File: config.mk
export PLATFORM = sky130hd
export DESIGN_NAME = ghpd_ram
export DESIGN_NICKNAME = d
export VERILOG_FILES = /design/src/hw/rtl/ghpd_ram.sv
export SDC_FILE = /design/constraint.sdc
export NUM_CORES = 1
export LEC_CHECK = 0
export CORE_ASPECT_RATIO = 0.75
export CORE_MARGIN = 5
export CORE_UTILIZATION = 54
export CTS_BUF_LIST = sky130_fd_sc_hd__clkbuf_4
export DETAILED_ROUTE_END_ITERATION = 8
export DONT_BUFFER_PORTS = 1
export PLACE_DENSITY = 0.75
export SYNTH_ARGS = -nofsm -noshare
export SYNTH_HDL_FRONTEND = slang
export SYNTH_SLANG_ARGS = --single-unit
File: constraint.sdc
create_clock -name clk -period 8.5 [get_ports clk]
set_input_delay 0.85 -clock clk [delete_from_list [all_inputs] [get_ports clk]]
set_output_delay 0.85 -clock clk [all_outputs]
set_load 0.02 [all_outputs]
File: src/hw/rtl/ghpd_ram.sv
// Generic single-port-write, single-read RAM with registered read data.
module ghpd_ram #(
  parameter int Width = 32,
  parameter int Depth = 16
) (
  input  logic                     clk,
  input  logic                     we,
  input  logic [$clog2(Depth)-1:0] waddr,
  input  logic [Width-1:0]         wdata,
  input  logic [$clog2(Depth)-1:0] raddr,
  output logic [Width-1:0]         rdata
);

  logic [Width-1:0] mem [Depth];

  // Write port and registered read port.
  always_ff @(posedge clk) begin
    if (we) begin
      mem[waddr] <= wdata;
    end
    rdata <= mem[raddr];
  end

endmodule

# Word-level counts from Yosys, hierarchy flattened
# Memories as Yosys holds them, arrays and structs flattened. A register that Yosys moved wholly into a read port is not among the register bits.
# Index checks and enable logic that the tools add are counted.
[totals] ff_bits=0 inputBits=42 mem_bits_rw=512 mem_count=1 elab_cells=3 output_inout_bits=32
[op_classes] n_mux=2
[memory_table] name="mem" words=16 word_bits=32 read_ports=1 rd_clocked_by_memory_dff=1 write_ports=1 line="14" text="logic [Width-1:0] mem [Depth];"
[op_table] op="1-bit 2-to-1 mux" count=2

# Longest topological paths before layout
[depth] word_depth=2 mapped_depth=5 depth_no_buf=3

# Least setup slack after synthesis
# Ideal clock, no wire load.
[synth_timing] kind="input-to-reg" from="input waddr[2]" to="memory mem[0][0], enable pin" setup_slack_ps=4470 setup_ps=461 t_required_ps=8039 t_arrival_ps=3568 path_buffers=0 cell_stages=2 cell_sequence="or3b_2 nor3_1"
[synth_rtl] element="from (decl)" line="8" text="input logic [$clog2(Depth)-1:0] waddr,"
[synth_rtl] element="to (decl)" line="14"
# No word-level cell before the write port.

# Final worst setup path
[layout_timing] from="input waddr[2]" to="memory mem[0][3], enable pin"
# No word-level cell before the write port.

==> results.txt <==
Hold path endpoint: mem[0][27]$_DFFE_PP_. The logs give 0.195 for the total global routing track utilization and 0 for the number of nets still failing antenna checks after routing. The tools report the overall die area as 0.0407 mm^2. The first detailed-routing pass ran for 5 iterations. The cell area power density was 235 mW/mm^2. After synthesis, the most frequently instantiated cells are edfxtp_1 (512), mux4_2 (128), a22oi_1 (64). Clock root buffer: clkbuf_4. The synthesized flop and latch total is 544. The logs give 0 for the number of post-CTS setup repair buffers and 0 ns for the sum of negative setup slack.

Counting flops with a built-in enable in the synthesized netlist gives 512. The initial antenna violation count came out at 1. TritonCTS built the clock tree. Global routing finished with a remaining overflow of 0. After synthesis, the cell types taking the most area are edfxtp_1 (77%), mux4_2 (15%), dfxtp_1 (3.2%).

The minimum setup slack in the final design was 6.36 ns; the time the final worst path needs with I/O delays and setup was 2.14 ns. The complex-gate fraction of the synthesized area works out to 0.0242. In this design, the stage delay of the slowest critical-path cell is 0.69 ns.

Dividing the detail-routed wire length by the instance count gives 25.6 um. The required time of the critical path was 8.95 ns; the CTS H-tree depth was 3. The first global-routing pass estimated 58800 um of wire. In this run, the number of DRC markers left after iteration 0 of detailed routing was 888. Post-CTS repair changed the size of 0 cells. The logs give 0.807 for the sequential element share of the synthesized area and 3 for the largest buffer count on any clock path. The number of different library cells used by synthesis comes to 18. After the last flow step, the layout net total stands at 970. The HPWL reported at the end of detailed placement is 21000 um. In this run the standard cell core region covers 0.0361 mm^2. The fraction of post-synthesis cell area in the top cell type by area works out to 0.774.

IR analysis of the VDD net gives a maximum drop of 0.135 mV. For this design, the CTS-stage hold fixing added 0 buffers. The synthesized net count was 880.

For this run, the leading register cell type out of synthesis is edfxtp_1. Detailed routing inserted a total of 9038 vias. In the post-synthesis netlist, the cell with the most instances is edfxtp_1.

The area share of xor/xnor cells in the synthesized design works out to 0. The run gives 0 as the count of final setup violators. The mux cell area share after synthesis works out to 0.145. The min-delay analysis places its worst path in the category input port to flop.

At the pin with the least slew margin, the transition time is 1.18 ns. The startpoint identified for the worst register-to-register timing path is mem[3][3]$_DFFE_PP_. The sort of element at the start of the critical path was an input port.

Setup repair after global routing left no endpoint under its margin. The number of cells traversed by the worst hold path was 0; the clock latency on the worst-skew pair was 0.81 ns. The fraction of final layout cells sized beyond drive strength 1 was 0.353; the clock-pin transition on the worst setup and hold timing paths was 0.07 ns. The flow ran to the end, and the final reports show no timing, DRC or antenna violations.

The floorplan has 60 rows. The warning count from the yosys run was 0; the detailed-route DRC error count was 0. The number of sinks driven by the clock tree is 544. In this run the cell area measured after placement is 0.0205 mm^2. The number of buffers created by CTS is 119. In this run the most critical hold path is launched from wdata[27]. Input and output buffers added on the ports amount to 0.

The logs give 2470 for the fill cell total of the finished layout and 7.00 ns for the worst reg-to-reg setup slack. From synthesis to final layout, the design area changed by 11.2%. In this run the cell area of the synthesized design comes to 0.0199 mm^2. The data arrival time at the worst-slack endpoint is 2.59 ns, and the floorplan die height is 176 um.

The per-cell via count in the routed design is 5.93, and the I/O pin count is 74. The via count of the first global-routing pass came out at 9547. The run gives 0.550 as the effective utilization at floorplan.

The simple-gate share of the synthesized area is 0.0127, and the average footprint of a synthesized cell is 23.7 um^2. Cell type of the slowest stage on the worst timing path: nor3_2. The path depth of the worst reg2reg path was 3. For the wire length after detailed routing, the log shows 39000 um. Entering global routing, the biggest net connects 129 pins.

By area, the combinational part of the netlist is dominated by multiplexers. In this run the static leakage power is 7.05 nW. The endpoint kind of the worst setup timing path is a flop. The highest attainable clock frequency was 468 MHz. Of all nets on the critical path, the largest fanout is 22. The logs give 838 for the synthesized instance count and 5.53 ns for the worst setup slack after placement. The proportion of synthesized flip-flops having asynchronous set or reset is 0, and the setup clock skew after layout is 0.0396 ns. The logs give 0.212 for the relative slew slack and 0 for the number of failing hold endpoints at the final stage. Walking the worst path, the cells encountered are or3b_2 > nor3_2 > buf_4. Summing all non-filler instances in the final layout gives an area of 0.0221 mm^2. Number of max-cap violations: 0. Summed over all instances, the cell type with the most area after synthesis is edfxtp_1.

End of the worst register-to-register path: rdata[3]$_DFF_P_. The fraction of the cycle the final worst path needs was 0.252. Hold is met by 0.132 ns. Die boundary width: 231 um. The number of max-slew violations in the final report is 0, and the post-synthesis adder-cell area fraction is 0. The type of the setup path with the least slack is input port to flop. The routability congestion estimate came out at 0.743.
## flip-flops by register name, indices dropped and copies added, names as in the netlist
register	flops
mem	512
rdata	32
## per-layer routing
metal | global-route usage | vias to the layer above | wire, um | part of all wire
li1 | - | 3849 | - | -
met1 | 0.288 | 4772 | 16900 | 0.43
met2 | 0.294 | 372 | 18400 | 0.47
met3 | 0.0545 | 45 | 3150 | 0.081
met4 | 0.0530 | 0 | 554 | 0.014
met5 | 0 | - | 0 | 0
## layout make-up
class                   count  area (um^2)  share of cell area
diodes                      1         2.50            0.000113
repair buffers             12         90.1             0.00408
well taps                 496          621              0.0281
clock buffers             196         1470              0.0667
flip-flops and latches    544        16000               0.726
multi-input cells         251         3750               0.170
clock inverters            24          124             0.00561
## per-stage QoR
step	util	cells	power (mW)
finish	0.611	1524	5.20
global route	0.611	1524	5.42
CTS	0.611	1523	5.26
detailed placement	0.567	1303	3.26
global placement	0.567	1303	3.25
floorplan	-	838	3.24
## critical path: cells and delay by family
family	cells	cell delay, ns
AND/OR/NAND/NOR	2	1.27
buffers and inverters	1	0.45
## worst max path at each step
stage                       from              endpoint  slack [ns]  depth (start not counted)
3_5_place_dp            waddr[2]  mem[0][14]$_DFFE_PP_        5.53                          3
4_1_cts        rdata[14]$_DFF_P_             rdata[14]        6.27                          0
5_1_grt        rdata[14]$_DFF_P_             rdata[14]        6.26                          0
2_1_floorplan           waddr[2]   mem[0][0]$_DFFE_PP_        4.47                          2
6_report                waddr[2]   mem[0][3]$_DFFE_PP_        6.36                          3
3_3_place_gp            waddr[2]   mem[0][9]$_DFFE_PP_        5.55                          3
## placed cells by master (no fill, tap or decap), types with 2 or more instances in the layout
master / count
nand2_1: 33
clkinv_1: 18
dfxtp_1: 32
edfxtp_1: 512
clkbuf_4: 196
clkinv_2: 3
mux4_2: 128
nor3_2: 4
a22oi_1: 64
nand3b_1: 2
nand2b_1: 2
nor2_4: 13
nor2b_4: 2
buf_4: 12
## logic make-up after synthesis
family / Yosys count
flops: 544
mux: 128
compound gates: 64
simple gates: 59
buf+inv: 43
## report_power, final
| part | internal [mW] | leakage (nW) | switching [mW] |
|---|---|---|---|
| Combinational | 0.0833 | 1.19 | 0.0717 |
| Clock | 1.07 | 0.960 | 0.935 |
| Sequential | 3.00 | 4.89 | 0.0416 |
Note: power is estimated with default switching activity, not from simulation.
